`config.mk`:
```
export PLATFORM = sky130hd
export DESIGN_NAME = gbe_key_regs
export DESIGN_NICKNAME = d
export VERILOG_FILES = /design/src/hdl/gbe_pkg.sv /design/src/hdl/gbe_key_regs.sv
export SDC_FILE = /design/constraint.sdc
export NUM_CORES = 1
export LEC_CHECK = 0
export BUFFER_PORTS_ARGS = -buffer_cell sky130_fd_sc_hd__buf_2
export CAP_MARGIN = 20
export CORE_ASPECT_RATIO = 1.75
export CORE_UTILIZATION = 53
export DETAILED_ROUTE_END_ITERATION = 8
export GPL_TIMING_DRIVEN = 1
export MAX_ROUTING_LAYER = met4
export PLACE_DENSITY = 0.81
export SYNTH_ARGS = -nofsm -noshare
export SYNTH_HDL_FRONTEND = slang
export SYNTH_SLANG_ARGS = --single-unit
```
`constraint.sdc`:
```
create_clock -name i_clk -period 1.6 [get_ports i_clk]
set_input_delay 0.16 -clock i_clk [delete_from_list [all_inputs] [get_ports i_clk]]
set_output_delay 0.16 -clock i_clk [all_outputs]
set_load 0.01 [all_outputs]
```
`src/hdl/gbe_pkg.sv`:
```
// ----------------------------------------------------------------------------
// gbe_pkg: shared definitions for the GOST block encryption core
// Round count, key word layout, S-box table and round key schedule.
// ----------------------------------------------------------------------------
package gbe_pkg;

    localparam int KEY_WORDS   = 8;
    localparam int ROUND_COUNT = 32;
    localparam int KEY_IDX_W   = $clog2(KEY_WORDS);
    localparam int ADDR_W      = KEY_IDX_W + 2;

    typedef logic [31:0] t_word;
    typedef logic [63:0] t_block;
    typedef t_word       t_key_array [KEY_WORDS];
    typedef logic [3:0]  t_sbox [8][16];

    // row 0 serves the top nibble, row 7 the bottom one
    localparam t_sbox SBOX = '{
        '{4'd4,  4'd10, 4'd9,  4'd2,  4'd13, 4'd8,  4'd0,  4'd14,
          4'd6,  4'd11, 4'd1,  4'd12, 4'd7,  4'd15, 4'd5,  4'd3},
        '{4'd14, 4'd11, 4'd4,  4'd12, 4'd6,  4'd13, 4'd15, 4'd10,
          4'd2,  4'd3,  4'd8,  4'd1,  4'd0,  4'd7,  4'd5,  4'd9},
        '{4'd5,  4'd8,  4'd1,  4'd13, 4'd10, 4'd3,  4'd4,  4'd2,
          4'd14, 4'd15, 4'd12, 4'd7,  4'd6,  4'd0,  4'd9,  4'd11},
        '{4'd7,  4'd13, 4'd10, 4'd1,  4'd0,  4'd8,  4'd9,  4'd15,
          4'd14, 4'd4,  4'd6,  4'd12, 4'd11, 4'd2,  4'd5,  4'd3},
        '{4'd6,  4'd12, 4'd7,  4'd1,  4'd5,  4'd15, 4'd13, 4'd8,
          4'd4,  4'd10, 4'd9,  4'd14, 4'd0,  4'd3,  4'd11, 4'd2},
        '{4'd4,  4'd11, 4'd10, 4'd0,  4'd7,  4'd2,  4'd1,  4'd13,
          4'd3,  4'd6,  4'd8,  4'd5,  4'd9,  4'd12, 4'd15, 4'd14},
        '{4'd13, 4'd11, 4'd4,  4'd1,  4'd3,  4'd15, 4'd5,  4'd9,
          4'd0,  4'd10, 4'd14, 4'd7,  4'd6,  4'd8,  4'd2,  4'd12},
        '{4'd1,  4'd15, 4'd13, 4'd0,  4'd5,  4'd7,  4'd10, 4'd4,
          4'd9,  4'd2,  4'd3,  4'd14, 4'd6,  4'd11, 4'd8,  4'd12}
    };

    // key words 0..7 three times, then 7..0
    function automatic int round_key_idx(input int round);
        int low;
        low = round % KEY_WORDS;
        return (round < ROUND_COUNT - KEY_WORDS) ? low : (KEY_WORDS - 1 - low);
    endfunction

endpackage

```
`src/hdl/gbe_key_regs.sv`:
```
// ----------------------------------------------------------------------------
// gbe_key_regs: key register file
// Eight 32-bit key words written and read over the APB-style port.
// ----------------------------------------------------------------------------
module gbe_key_regs (
    input  logic                      i_clk,
    input  logic                      i_rst_n,
    input  logic                      psel,
    input  logic                      penable,
    input  logic                      pwrite,
    input  logic [gbe_pkg::ADDR_W-1:0] paddr,
    input  logic [31:0]               pwdata,
    output logic [31:0]               prdata,
    output logic                      pready,
    output gbe_pkg::t_key_array       o_keys
);

    gbe_pkg::t_key_array            r_keys;
    logic [gbe_pkg::KEY_IDX_W-1:0]  w_idx;
    logic                           w_wr;

    assign w_idx  = paddr[gbe_pkg::ADDR_W-1:2];
    assign w_wr   = psel & penable & pwrite;
    assign pready = 1'b1;
    assign prdata = r_keys[w_idx];
    assign o_keys = r_keys;

    always_ff @(posedge i_clk) begin
        if (!i_rst_n) begin
            for (int k = 0; k < gbe_pkg::KEY_WORDS; k++) begin
                r_keys[k] <= '0;
            end
        end else if (w_wr) begin
            r_keys[w_idx] <= pwdata;
        end
    end

endmodule

```
# ---- After elaboration in Yosys (flattened, before gate mapping)
# Cells that the tools add are included.
# W data, S select, Z words.
dict set report word_totals {
  wordCells 20
  regBits 256
}
dict set report classes {
  n_mux 6
  order_cmp 2
  bitwise_logic 3
  reduce_logical 1
}
# op n
set op_table {}
lappend op_table {{$bwmux W256} 1}
lappend op_table {{$bmux W32 S3} 1}
lappend op_table {{$demux W32 S3} 1}
lappend op_table {{$mux W32} 3}
lappend op_table {{$ge A4 B4 Y1 const B} 1}
lappend op_table {{$lt A4 B1 Y1 const B} 1}
lappend op_table {{$not A3 Y4} 1}
lappend op_table {{$and A1 B1 Y1} 2}
lappend op_table {{$logic_and A1 B1 Y1} 1}

# ---- Longest topological paths before layout
dict set report depth {
  word_depth 6
  ltp_mapped 7
  mapped_depth_nobuf 3
}

# ---- Worst setup path after synthesis
# No wires, ideal clock.
dict set report synth_timing {
  kind {input-to-output}
  from {input paddr[2] in the netlist's numbering}
  to {output prdata[28]}
  slack_ns 0.205
  required_time_ns 1.440
  stages 4
  n_path_buf 2
  arrival_time_ns 1.235
  path_cell_list {buf_6 buf_6 mux4_2 mux2_2}
}
dict set report synth_between {
  elab_chain_len 4
}
# element line_no
set synth_lines {}
lappend synth_lines {{from (decl)} gbe_key_regs.sv:11} ;# input logic [gbe_pkg::ADDR_W-1:0] paddr,
lappend synth_lines {{$not A3 Y4 (implied by the code)} gbe_key_regs.sv:25} ;# assign prdata = r_keys[w_idx];
lappend synth_lines {{$bmux W32 S3} gbe_key_regs.sv:25}
lappend synth_lines {{$mux W32 (implied by the code) (2 in a row)} gbe_key_regs.sv:25}
lappend synth_lines {{to (decl)} gbe_key_regs.sv:13} ;# output logic [31:0] prdata,
# Every way passes these cells. The select of a mux whose other input is x is not followed.

# ---- Worst setup path in the final report
dict set report layout_timing {
  from {register r_keys (netlist bit o_keys[144])}
  to {output prdata[16]}
}
dict set report layout_between {
  elab_chain_len 3
}
# element line_no
set layout_lines {}
lappend layout_lines {{from (decl)} gbe_key_regs.sv:18} ;# gbe_pkg::t_key_array r_keys;
lappend layout_lines {{from (signal, indexed assignment)} gbe_key_regs.sv:34} ;# r_keys[w_idx] <= pwdata;
lappend layout_lines {{$bmux W32 S3} gbe_key_regs.sv:25}
lappend layout_lines {{$mux W32 (implied by the code) (2 in a row)} gbe_key_regs.sv:25}
# Every way passes these cells. The select of a mux whose other input is x is not followed.

==> impl_metrics.yaml <==
run_status:
  outcome: "finished with violations"
  failed_checks: "setup timing"
setup_path:
  timing.critical_path.to_type: "primary output"
  worst_r2r_path_depth: 4
  crit_path_max_fanout: 3
  worst_path_slowest_cell: "mux4_2"
  setup.worst_path.start_class: "flop"
  worstReg2RegStart: "o_keys[8]"
  required_ps: 1440
  r2r_path_end: "o_keys[8]"
  crit_chain: "mux4_2, mux2_2, buf_2"
  timing_worst_setup_path_type: "reg2out"
  worst-endpoint-arrival_ps: 1760
  reg2reg_setup_slack_ps: 730
  cpPeakStageDelay_ps: 470
timing:
  fmax_mhz: 522
  rsz0062_at_grt: "true"
  finalWorstPathRequiredPeriod_ps: 1920
  finalWorstSetupSlack_ps: -317
  timing_max_transition_violations_final: 0
  setup_tns_ps: -6510
  worst_clock_skew_ps: 0
  finalSetupViolCount: 32
  finalCritPeriodShare: 1.20
  worst_slew_margin_rel: 0.662
  timing_hold_violations_final: 0
  worst_pin_slew_ps: 507
final_layout:
  largest_register_ff_count: 256
  synthesis_to_layout_area_growth_pct: 33.1
  n_antenna_cell: 0
  fin_nets: 1762
  final_layout_size_suffix_gt1_frac: 0.463
  final_common_cell: "buf_2"
  mostFrequentLayoutCells: "305 x buf_2, 256 x nand3_1, 256 x o21ai_0, 222 x a21boi_0, 162 x dfxtp_2"
cts:
  clk_latency_ps: 520
  clock_tree.buffer_depth: 3
  h-tree-depth: 1
  cts.reportedPaths.clkPinSlew_ps: 70
  cts.root.buffer_cell: "clkbuf_16"
  tritoncts.num_buffers: 23
  cts_tree: "yes"
  count_of_clock_tree_sinks: 256
floorplanning:
  floorplan.initialDensity: 0.539
  num_rows: 74
  die_height_microns: 206
  chipWidth_microns: 118
  floorplan.die_area_sq_um: 24400
  number_of_placed_i_o_pins: 331
  placeableCoreArea_sq_um: 23300
global_route:
  globalRoute.totalOverflow: 0
  grt_pass1_wl_mm: 69.5
  first_global_vias: 12753
  groute.usage.overall: 0.369
  grt_antenna_before_repair: 0
  pin_count_of_the_biggest_net_entering_global_routing: 131
placed_design:
  place_congestion: 0.860
  placement.io_buffers: 327
  post-dp-hpwl_mm: 26.3
min_path:
  worstHoldStart: "i_rst_n"
  timing.hold.worst_endpoint: "o_keys[125]"
  hp-class: "in2reg"
  cells_on_worst_hold_path: 3
power_and_ir_drop:
  power_switching_share: 0.251
  peakVddDrop_uv: 704
  p_comb_frac: 0.105
  powerDensity_nw_per_um2: 790
  leakagePower_nw: 6.88
  p_int_mw: 9.90
  clkPwrFrac: 0.407
  design_power_total_mw: 13.2
  power_frac_seq: 0.488
  net_switching_power_mw: 3.32
detailed_routing:
  drc_violations: 0
  drt_first_iter_violations: 1707
  total_via_count_after_detailed_routing: 13331
  route.detailed.vias_per_inst: 6.54
  route.final.wire_length_mm: 45.6
  post_drt_wl_per_cell_microns: 22.4
  drt_pre_antenna_iters: 6
  number_of_nets_with_antenna_violations_after_routing: 0
yosys:
  postSynthNetCount: 1406
  synth_top_area_cell: "dfxtp_1"
  post_synth_main_area_contributors: "dfxtp_1 41%, a21boi_0 13%, mux4_2 11%, nand3_1 10%, o21ai_0 10%"
  ys_ff_latch: 256
  synth_seq_area_share: 0.408
  yosysTopAreaCellShare: 0.408
  synthDistinctLibCells: 32
  synth.cell_area_sq_um: 12600
  yosys_warnings: 0
  syn_area_cell_sq_um: 9.22
  post_synth_inst_count: 1364
run:
  cap_viol_max_count: 0
-- cells by family after synthesis --
kind of cell | share of synthesized area
multiplexers | 0.127
AND/OR/NAND/NOR | 0.125
flip-flops | 0.408
AO/OA/AOI/OAI | 0.257
other | 0.000298
buffers and inverters | 0.0827
-- cell type report --
cell class	instances	area, sq um
fillers	1674	6600
well taps	304	380
clock inverters	6	62.6
multi-input cells	914	6580
inverters	1	3.75
flip-flops and latches	256	5330
repair buffers	524	3730
clock buffers	32	639
-- critical path: cells and delay by family (launching register included) --
family	cells	cell delay [ps]
buffers and inverters	1	150
flip-flops	1	330
multiplexers	2	760
-- what timing repair did --
item / 4_1_cts / 5_1_grt
setup endpoints to repair: 32 / 32
hold buffers: 32 / 0
hold endpoints to repair: 240 / 0
buffers inserted: 81 / 10
gates resized for setup: 182 / 45
pin swaps: 33 / 9
-- cell usage after synthesis, drive strengths merged --
master / number
a21boi: 256
a22oi: 2
a31oi: 1
and2: 1
and4: 1
and4b: 1
buf: 83
clkbuf: 110
clkinv: 1
conb: 1
dfxtp: 256
mux2: 17
mux4: 62
nand2: 49
nand2b: 2
nand3: 256
nand4: 1
nand4b: 1
nor2: 2
nor2b: 2
nor4bb: 1
o21ai: 256
o221ai: 1
or2: 1
-- stage by stage --
step | worst slack (ps) | util | hold slack, ps | cell area, sq um | std cells
3_5_place_dp | -131 | 0.624 | 476 | 14600 | 1876
2_1_floorplan | 205 | - | 474 | 12600 | 1364
6_report | -317 | 0.717 | 207 | 16700 | 2037
5_1_grt | -329 | 0.717 | 239 | 16700 | 2037
4_1_cts | -285 | 0.710 | 222 | 16600 | 2027
3_3_place_gp | -101 | 0.624 | 472 | 14600 | 1876
-- metal layers --
layer | vias to the layer above | GRT usage | part of all wire
li1 | 5651 | - | -
met1 | 6387 | 0.436 | 0.35
met2 | 1049 | 0.589 | 0.49
met3 | 244 | 0.0493 | 0.096
met4 | 0 | 0.249 | 0.066
met5 | - | - | 0
-- power groups by stage --
| stage | Sequential, mW | Clock (mW) | Combinational [mW] |
|---|---|---|---|
| 2_1_floorplan | 6.61 | 0 | 0.764 |
| 3_5_place_dp | 6.60 | 0 | 1.23 |
| 5_1_grt | 6.45 | 5.66 | 1.44 |
| 3_3_place_gp | 6.60 | 0 | 1.21 |
| 6_report | 6.45 | 5.38 | 1.39 |
| 4_1_cts | 6.45 | 5.39 | 1.34 |
-- worst max path at each step --
stage | endpoint | cells after the start | from | slack [ps]
floorplan | prdata[28] | 4 | paddr[2] | 210
global placement | prdata[25] | 7 | paddr[2] | -100
detailed placement | prdata[7] | 5 | paddr[2] | -130
CTS | prdata[14] | 3 | o_keys[110] | -280
global route | prdata[16] | 3 | o_keys[144] | -330
finish | prdata[16] | 3 | o_keys[144] | -320
(Power assumes the default switching activity.)
