### config.mk
export PLATFORM = sky130hd
export DESIGN_NAME = gbe_round_cell
export DESIGN_NICKNAME = d
export VERILOG_FILES = /design/src/hdl/gbe_pkg.sv /design/src/hdl/gbe_round_cell.sv
export SDC_FILE = /design/constraint.sdc
export NUM_CORES = 1
export LEC_CHECK = 0
export BUFFER_PORTS_ARGS = -buffer_cell sky130_fd_sc_hd__buf_2
export CORE_MARGIN = 3
export CORE_UTILIZATION = 40
export DETAILED_ROUTE_END_ITERATION = 16
export GPL_ROUTABILITY_DRIVEN = 0
export PLACE_DENSITY_LB_ADDON = 0.15
export SLEW_MARGIN = 15
export SYNTH_ARGS = -nofsm -noshare
export SYNTH_HDL_FRONTEND = slang
export SYNTH_SLANG_ARGS = --single-unit
### constraint.sdc
create_clock -name i_clk -period 4.8 [get_ports i_clk]
set_input_delay 0.96 -clock i_clk [delete_from_list [all_inputs] [get_ports i_clk]]
set_output_delay 0.96 -clock i_clk [all_outputs]
set_load 0.005 [all_outputs]
### src/hdl/gbe_pkg.sv
// ----------------------------------------------------------------------------
// gbe_pkg: shared definitions for the GOST block encryption core
// Round count, key word layout, S-box table and round key schedule.
// ----------------------------------------------------------------------------
package gbe_pkg;

    localparam int KEY_WORDS   = 8;
    localparam int ROUND_COUNT = 32;
    localparam int KEY_IDX_W   = $clog2(KEY_WORDS);
    localparam int ADDR_W      = KEY_IDX_W + 2;

    typedef logic [31:0] t_word;
    typedef logic [63:0] t_block;
    typedef t_word       t_key_array [KEY_WORDS];
    typedef logic [3:0]  t_sbox [8][16];

    // row 0 serves the top nibble, row 7 the bottom one
    localparam t_sbox SBOX = '{
        '{4'd4,  4'd10, 4'd9,  4'd2,  4'd13, 4'd8,  4'd0,  4'd14,
          4'd6,  4'd11, 4'd1,  4'd12, 4'd7,  4'd15, 4'd5,  4'd3},
        '{4'd14, 4'd11, 4'd4,  4'd12, 4'd6,  4'd13, 4'd15, 4'd10,
          4'd2,  4'd3,  4'd8,  4'd1,  4'd0,  4'd7,  4'd5,  4'd9},
        '{4'd5,  4'd8,  4'd1,  4'd13, 4'd10, 4'd3,  4'd4,  4'd2,
          4'd14, 4'd15, 4'd12, 4'd7,  4'd6,  4'd0,  4'd9,  4'd11},
        '{4'd7,  4'd13, 4'd10, 4'd1,  4'd0,  4'd8,  4'd9,  4'd15,
          4'd14, 4'd4,  4'd6,  4'd12, 4'd11, 4'd2,  4'd5,  4'd3},
        '{4'd6,  4'd12, 4'd7,  4'd1,  4'd5,  4'd15, 4'd13, 4'd8,
          4'd4,  4'd10, 4'd9,  4'd14, 4'd0,  4'd3,  4'd11, 4'd2},
        '{4'd4,  4'd11, 4'd10, 4'd0,  4'd7,  4'd2,  4'd1,  4'd13,
          4'd3,  4'd6,  4'd8,  4'd5,  4'd9,  4'd12, 4'd15, 4'd14},
        '{4'd13, 4'd11, 4'd4,  4'd1,  4'd3,  4'd15, 4'd5,  4'd9,
          4'd0,  4'd10, 4'd14, 4'd7,  4'd6,  4'd8,  4'd2,  4'd12},
        '{4'd1,  4'd15, 4'd13, 4'd0,  4'd5,  4'd7,  4'd10, 4'd4,
          4'd9,  4'd2,  4'd3,  4'd14, 4'd6,  4'd11, 4'd8,  4'd12}
    };

    // key words 0..7 three times, then 7..0
    function automatic int round_key_idx(input int round);
        int low;
        low = round % KEY_WORDS;
        return (round < ROUND_COUNT - KEY_WORDS) ? low : (KEY_WORDS - 1 - low);
    endfunction

endpackage

### src/hdl/gbe_round_cell.sv
// ----------------------------------------------------------------------------
// gbe_round_cell: one Feistel round
// Key add, S-box substitution, rotate by 11, XOR and half swap, registered.
// ----------------------------------------------------------------------------
module gbe_round_cell (
    input  logic            i_clk,
    input  logic            i_rst_n,
    input  logic            i_valid,
    output logic            o_ready,
    input  gbe_pkg::t_block i_block,
    input  gbe_pkg::t_word  i_key,
    output logic            o_valid,
    input  logic            i_ready,
    output gbe_pkg::t_block o_block
);

    logic            r_valid;
    gbe_pkg::t_block r_block;
    gbe_pkg::t_block n_block;
    gbe_pkg::t_word  w_sum;
    gbe_pkg::t_word  w_sub;
    gbe_pkg::t_word  w_rot;
    logic            w_adv;

    // low half is N1, high half is N2
    assign w_sum = i_block[31:0] + i_key;

    always_comb begin
        for (int k = 0; k < 8; k++) begin
            w_sub[4*k +: 4] = gbe_pkg::SBOX[7-k][w_sum[4*k +: 4]];
        end
    end

    assign w_rot   = {w_sub[20:0], w_sub[31:21]};
    assign n_block = {i_block[31:0], w_rot ^ i_block[63:32]};

    // advance when empty or when the next cell takes the held item
    assign w_adv   = ~r_valid | i_ready;
    assign o_ready = w_adv;
    assign o_valid = r_valid;
    assign o_block = r_block;

    always_ff @(posedge i_clk) begin
        if (!i_rst_n) begin
            r_valid <= 1'b0;
        end else if (w_adv) begin
            r_valid <= i_valid;
        end
    end

    always_ff @(posedge i_clk) begin
        if (w_adv && i_valid) begin
            r_block <= n_block;
        end
    end

endmodule
Word level (Yosys, flattened, before mapping):

Memories as Yosys holds them, arrays and structs flattened.
Cells that the tools add are included.
W data, S select, Z words.

* reductions and logical operators: 1
* $add $sub $neg: 1
* magnitude comparators: 8
* bitwise gates (word level): 11
* multiplexer cells: 16

Operator list (count)
* $mux W4: 16
* $ge A5 B5 Y1 const B: 8
* $not A4 Y5: 8
* $add A32 B32 Y32: 1
* $xor A32 B32 Y32: 1
* $logic_and A1 B1 Y1: 1
* $not A1 Y1: 1
* $or A1 B1 Y1: 1

* output and inout bits: 66
* memories kept: 8
* flip-flop bits (word level): 65
* memory bits (read-only): 512

Memories
* (name not given): depth 16, width 4, read ports 1, clocked after memory_dff 0, write ports 0, line gbe_round_cell.sv:30 `w_sub[4*k +: 4] = gbe_pkg::SBOX[7-k][w_sum[4*k +: 4]];`
* (name not given): depth 16, width 4, read ports 1, clocked after memory_dff 0, write ports 0, line gbe_round_cell.sv:30
* (name not given): depth 16, width 4, read ports 1, clocked after memory_dff 0, write ports 0, line gbe_round_cell.sv:30
* (name not given): depth 16, width 4, read ports 1, clocked after memory_dff 0, write ports 0, line gbe_round_cell.sv:30
* (name not given): depth 16, width 4, read ports 1, clocked after memory_dff 0, write ports 0, line gbe_round_cell.sv:30
* (name not given): depth 16, width 4, read ports 1, clocked after memory_dff 0, write ports 0, line gbe_round_cell.sv:30
* 2 more memories

Longest topological paths before layout:

Gate-level depths: netlist (run 1).

* depth in word-level cells: 6
* gate-level depth with buffers: 16
* gate-level depth less buffers: 16

Worst setup path after synthesis (run 1):

Ideal clock, no wire load.

* path type: input -> register
* from: input port i_block[0]
* to: register r_block[10] (netlist: o_block[10]), data pin
* slack: 0.382 ns
* cell stages on the path: 16
* arrival time: 4.160 ns
* library setup time: 0.258 ns
* path through: ha_1 > inv_1 > fa_1 > nor2b_1 > o2111ai_1 > a21oi_1 > o31ai_2 > a31oi_2 > a311oi_2 > o21ai_0 > xnor2_1 > inv_1 > ha_1 > inv_1 > mux4_2 > xnor2_1

* longest elaborated chain between the ends: 6

RTL lines
* from (decl): line gbe_round_cell.sv:10 `input gbe_pkg::t_block i_block,`
* $add A32 B32 Y32: line gbe_round_cell.sv:26 `assign w_sum = i_block[31:0] + i_key;`
* $not A4 Y5 (not written as such): line gbe_round_cell.sv:30
* $mem_v2 Z16 W4
* $mux W4 (not written as such) (2 in a row): line gbe_round_cell.sv:30
* $xor A32 B32 Y32: line gbe_round_cell.sv:35 `assign n_block = {i_block[31:0], w_rot ^ i_block[63:32]};`
* via n_block[10]: line gbe_round_cell.sv:19 `gbe_pkg::t_block n_block;`
* to (signal assigned): line gbe_round_cell.sv:53 `r_block <= n_block;`
* to (decl): line gbe_round_cell.sv:18 `gbe_pkg::t_block r_block;`

The timed path passes the listed nets, and every way through them passes these cells. The select of a mux whose other input is x is not followed.
A chain may end at the register's enable or synchronous reset.

Final worst setup path (run 1):

Ends and elaborated chain as after synthesis.

==> impl_results.md, run 1 <==
- Worst-Skew Late Latency: 0.33 ns
- Die height: between 100 and 150 um
- I/O pins: 166
- Synthesized area: 5319 sq um
- Library cells used by synthesis: 54
- Fin nets: around 840
- Global-route wire length before repair: 20.32 mm
- Post-CTS setup buffer count: 0
- Worst Hold Class: flop to flop
- CTS buffer count: 9
- Slowest stage delay, CP: between 0.4 and 0.5 ns
- Count leader, synth: ha_1
- Post-synthesis sequential area ratio: a little over a third
- Total instance count after detailed placement: between 800 and 900
- Maxcap violations: 0
- EDFF count, synth: 64
- Ys flop type: edfxtp_1
- # rows: ~40
- Unrepaired setup endpoints after global routing: false
- 1st-iter DRT viols: 181
- Vias in the first global route: 4316
- Clk slew on worst S/H paths: 0.05 ns
- Critical Path RT: 4.88 ns
- Final Hold Slack: between 0.5 and 0.6 ns
- Post-Synthesis Net Count: 662
- GR Util All Layers: about 17%
- Syn-to-layout area delta: 24.82%
- HPWL Detailed: 9.899 mm
- Drt first pass iters: 4
- Yosys top cell by area: edfxtp_1
- Fmax: 231.1 MHz
- Worst slew pin tran: 0.8813 ns
- Fraction of layout cells with a size suffix above 1: 32.48%
- Crit. End Element: flop
- Largest net degree at the start of global routing: 65
- Fill count: 1230
- Die area: between 10000 and 15000 sq um
- Final setup skew: 0.005464 ns
- Peak supply drop: 0.1916 mV
- Average size of a mapped cell: ~11 sq um
- Synth area leaders: edfxtp_1 (36%), ha_1 (18%), xnor2_1 (7.6%), a21oi_1 (4.4%), mux4_2 (4.2%)
- Max Slew Vio Count: 0
- Sequential cell area: 1942 sq um
- Longest Clk Path Bufs: 2
- Final Hold Fails: 0
- Leakage power: between 3 and 4 nW
- Remaining Overflow, GRT: 0
- Core Area: 12820 sq um
- Mapped Cells: 485
- I/O Buffers: 165
- Antenna cell count: 0
- Die X: 121.3 um
- Htree depth: 3
- Initial antenna violation count: 0
- Crit start category: input pin
- Residual DRC count: 0
- Final Cycle Share: 90.14%
- WL/cell: between 10 and 15 um
- Post-synth top area share: 36.13%
- CTS tree: built
- Starting density of the core: between 40 and 50%
- Setup TNS: 0 ns
- Minimum clock period: 4.327 ns
- Routed WL: 12.50 mm
- Max FO, Critical Path: 3
- CTS root buffer: clkbuf_16
- Vias: 4251
- Setup CP Type: input pin to flop
- Final instance count without filler cells: 837
- CP arrival: 4.41 ns
- Hold_buf cts: 0
- Cell chain of the critical path: buf_2, ha_1, inv_1, fa_1, nor2b_1, o2111ai_1, a21oi_1, o31ai_2, a31oi_2, a311oi_2, o21ai_0, xnor2_1, inv_1, ha_1, inv_1, mux4_2, xnor2_1
- Max-slew headroom: between 40 and 50%
- Synth Register Bits: 65
- Area of the multi-input gates: 3211 sq um
- Vias per Instance: roughly 5
- Synth Warn #: 0
- Ys async rst share: 0%
- Power per cell area: 356.5 nW/um^2
- Slowest CP cell: mux4_2
- Post-CTS sizing: 0
- Clk sinks: 65
- Run status: finished clean
- Final ANT Viol Nets: 0
- Leading cell types by count after synthesis: ha_1 (76), edfxtp_1 (64), a21oi_1 (47)
- Setup violators final: 0
- Most used cell, CP: inv_1
worst max-delay path, delay by kind of cell:
family,cells,cell delay (ns)
AO/OA/AOI/OAI,6,1.43
adder cells (fa/ha/maj),3,0.79
multiplexers,1,0.47
buffers and inverters,4,0.35
XOR/XNOR,2,0.32
AND/OR/NAND/NOR,1,0.07
worst paths after layout:
kind                                  from          end  slack [ns]  depth (start not counted)
worst max-delay path            i_block[0]  o_block[10]        0.47                         17
worst min-delay path               o_valid      o_valid        0.54                          2
worst max register to register     o_valid  o_block[52]        3.26                          2
worst min register to register     o_valid      o_valid        0.54                          2
per-layer routing:
| layer | wire, um | track usage (%) | vias up |
|---|---|---|---|
| met4 | 315 | 7.843 | 0 |
| met3 | 762 | 4.009 | 20 |
| met2 | 5768 | 27.88 | 127 |
| met1 | 5649 | 22.14 | 1980 |
| li1 | - | - | 2124 |
| met5 | 0 | 0 | - |
state kept, by name, indices dropped and copies added, names as in the netlist:
register  count
o_valid       1
o_block      64
stage by stage:
step	setup WS [ns]	utilization, %	instance area (sq um)	power (W)
2_1_floorplan	0.3823	-	5319	0.001507
3_3_place_gp	0.2227	49.79	6385	0.001756
3_5_place_dp	0.1114	49.79	6385	0.001800
4_1_cts	0.4531	51.77	6639	0.002394
5_1_grt	0.1743	51.77	6639	0.002543
6_report	0.4732	51.77	6639	0.002367
cells by family (layout without fill, tap and decap cells):
logic type      count (synthesis)  after routing  share of synthesized area (%)
flops                          65             65                          36.51
mux                            30             30                          8.116
simple gates                   81             81                          7.269
fa+ha+maj                      77             77                          18.25
xor+xnor                       66             66                          11.15
compound gates                121            121                          15.53
buf+inv                        45            225                          3.176
cell usage in the layout (no fill, tap or decap), drive strengths merged, types with 5 or more instances in the layout:
master,instances
a211oi,11
nand2,31
xnor2,48
and2,6
xor2,18
nand4,5
mux2,5
o21ai,16
o21a,6
clkbuf,11
ha,76
a21o,13
edfxtp,64
mux4,10
a21oi,47
buf,171
o211ai,5
a31oi,6
mux2i,15
inv,39
nor2,22
report_power, final:
group          total [W]  leakage, nW  switching (W)  internal [W]
combinational    0.00101         2.27       0.000529      0.000483
sequential      0.000778        0.627      0.0000193      0.000758
clock           0.000577        0.123       0.000235      0.000343
total            0.00237         3.02       0.000782       0.00158
cell type report:
class,count,share of cell area [%]
clock buffer,11,3.505
clock inverter,4,0.3204
sequential,65,29.25
tap,172,3.242
multi-input combinational,375,48.36
timing repair buffer,171,13.12
inverter,39,2.205
Note: power is estimated with default switching activity, not from simulation.
==> inputs of run 2 (changes only) <==
--- a/config.mk
+++ b/config.mk
@@ -11,6 +11,7 @@
 export DETAILED_ROUTE_END_ITERATION = 16
 export GPL_ROUTABILITY_DRIVEN = 0
 export PLACE_DENSITY_LB_ADDON = 0.15
+export RECOVER_POWER = 25
 export SLEW_MARGIN = 15
 export SYNTH_ARGS = -nofsm -noshare
 export SYNTH_HDL_FRONTEND = slang
==> impl_results.md, run 2 (synthesis results as in run 1) <==
- HPWL Detailed: 9.899 mm
- Htree depth: 3
- Final setup skew: 0.004911 ns
- Max-slew headroom: 41.24%
- Crit. End Element: flop
- Worst-Skew Late Latency: between 0.3 and 0.4 ns
- CTS tree: built
- Minimum clock period: between 4 and 5 ns
- Comb power frac: 42.6%
- PnR Total Power: roughly 0.0024 W
- Run status: finished clean
- Setup TNS: 0 ns
- CTS root buffer: clkbuf_16
- Leakage power: 2.920 nW
- Starting density of the core: just over 40%
- Pre-CTS WS: about 0.11 ns
- Maxcap violations: 0
- Core Area: 12820 sq um
- Setup violators final: 0
- Routed WL: 12.49 mm
- Post-CTS sizing: 0
- Largest net degree at the start of global routing: 65
- Max Slew Vio Count: 0
- Hold_buf cts: 0
- M1 GR Usage: 22.14%
- Global-route wire length before repair: ~20 mm
- I/O Buffers: 165
- Max FO, Critical Path: 3
- Setup CP Type: input pin to flop
- Antenna cell count: 0
- Final Cycle Share: 90.07%
- Final instance count without filler cells: 837
- Clk slew on worst S/H paths: 0.05 ns
- Highest-count cells in the layout ignoring fill and taps: buf_2 (130), ha_1 (76), edfxtp_1 (64), a21oi_1 (47), xnor2_1 (46)
- Syn-to-layout area delta: 23.99%
- Vias in the first global route: 4316
- Vias: 4257
- Unrepaired setup endpoints after global routing: false
- I/O pins: 166
- Post-CTS setup buffer count: 0
- Clk network pwr share: about a quarter
- Final Hold Fails: 0
- Final ANT Viol Nets: 0
- Die height: between 100 and 150 um
- WL/cell: 14.92 um
- Met3 GRT Util: 4.009%
- GR peak layer: met2
- CTS buffer count: 9
- Sw Ratio: 33.11%
- Clk sinks: 65
- # rows: 41
- Switching pwr: 0.0007817 W
- Drt first pass iters: 4
- Max reg flops: 64
- Fin nets: 838
- Critical Path RT: 4.88 ns
- Cell Int Power: 0.001579 W
- Commonest non-fill, non-tap cell in the layout: buf_2
- Peak supply drop: ~0.19 mV
- Vias per Instance: slightly above 5
- Initial antenna violation count: 0
- Die X: 121.3 um
- GR Util All Layers: 17.32%
- Longest Clk Path Bufs: 2
- Seq pwr share: 32.9%
- Final WS setup: approximately 0.48 ns
- Fmax: 231.3 MHz
- Worst slew pin tran: slightly below 0.9 ns
- Crit start category: input pin
- Met2 usage: 27.88%
- Final Hold Slack: ~0.54 ns
- CP arrival: 4.41 ns
- Residual DRC count: 0
- 1st-iter DRT viols: approximately 180
- Total instance count after detailed placement: 822
- Fraction of layout cells with a size suffix above 1: between 20 and 30%
- Remaining Overflow, GRT: 0
- Die area: roughly 15000 sq um
- Power per cell area: 358.0 nW/um^2
- Worst Hold Class: flop to flop
-- run 2: cell count changes in the layout (fill, tap and decap cells not counted), sizes merged --
cell / before / now
clkbuf: 11 / 46
buf: 171 / 136
-- run 2: layer usage --
| metal | wire, um | vias up |
|---|---|---|
| li1 | - | 2126 |
| met1 | 5586 | 1971 |
| met3 | 815 | 20 |
| met4 | 315 | 0 |
| met5 | 0 | - |
| met2 | 5768 | 140 |
-- run 2: metrics by stage --
| stage | area, sq um | utilization [%] |
|---|---|---|
| after CTS | 6639 | 51.77 |
| after detailed placement | 6385 | 49.79 |
| after global routing | 6595 | 51.42 |
| after floorplan | 5319 | - |
| final | 6595 | 51.42 |
| after global placement | 6385 | 49.79 |
-- run 2: power groups by stage --
stage                     clock network, W  logic, W  registers, W
after floorplan                          0  0.000701      0.000806
after global placement                   0  0.000969      0.000787
after detailed placement                 0   0.00101      0.000791
after CTS                         0.000596   0.00102      0.000780
after global routing              0.000621   0.00113      0.000787
final                             0.000577   0.00101      0.000778
-- run 2: area by class of cell --
| cell class | instances | area [sq um] |
|---|---|---|
| Inverter | 39 | 146.4 |
| Tap cell | 172 | 215.2 |
| Fill cell | 1250 | 6230 |
| Clock buffer | 11 | 232.7 |
| Timing Repair Buffer | 171 | 827.0 |
| Multi-Input combinational cell | 375 | 3211 |
| Sequential cell | 65 | 1942 |
| Clock inverter | 4 | 21.27 |
-- run 2: worst paths after layout --
path,depth (start not counted),startpoint,to,slack [ns]
setup / recovery,17,i_block[0],o_block[10],0.48
hold / removal,2,o_valid,o_valid,0.54
setup reg to reg,2,o_valid,o_block[52],3.26
hold reg to reg,2,o_valid,o_valid,0.54
-- run 2: worst max-delay path, cell delays in order --
cell and delay (ns):
clkbuf_1 0.10, ha_1 0.23, inv_1 0.07, fa_1 0.40, nor2b_1 0.17, o2111ai_1 0.15
a21oi_1 0.30, o31ai_2 0.14, a31oi_2 0.19, a311oi_2 0.16, o21ai_0 0.24, xnor2_1 0.17
inv_1 0.11, ha_1 0.35, inv_1 0.05, mux4_2 0.47, xnor2_1 0.13
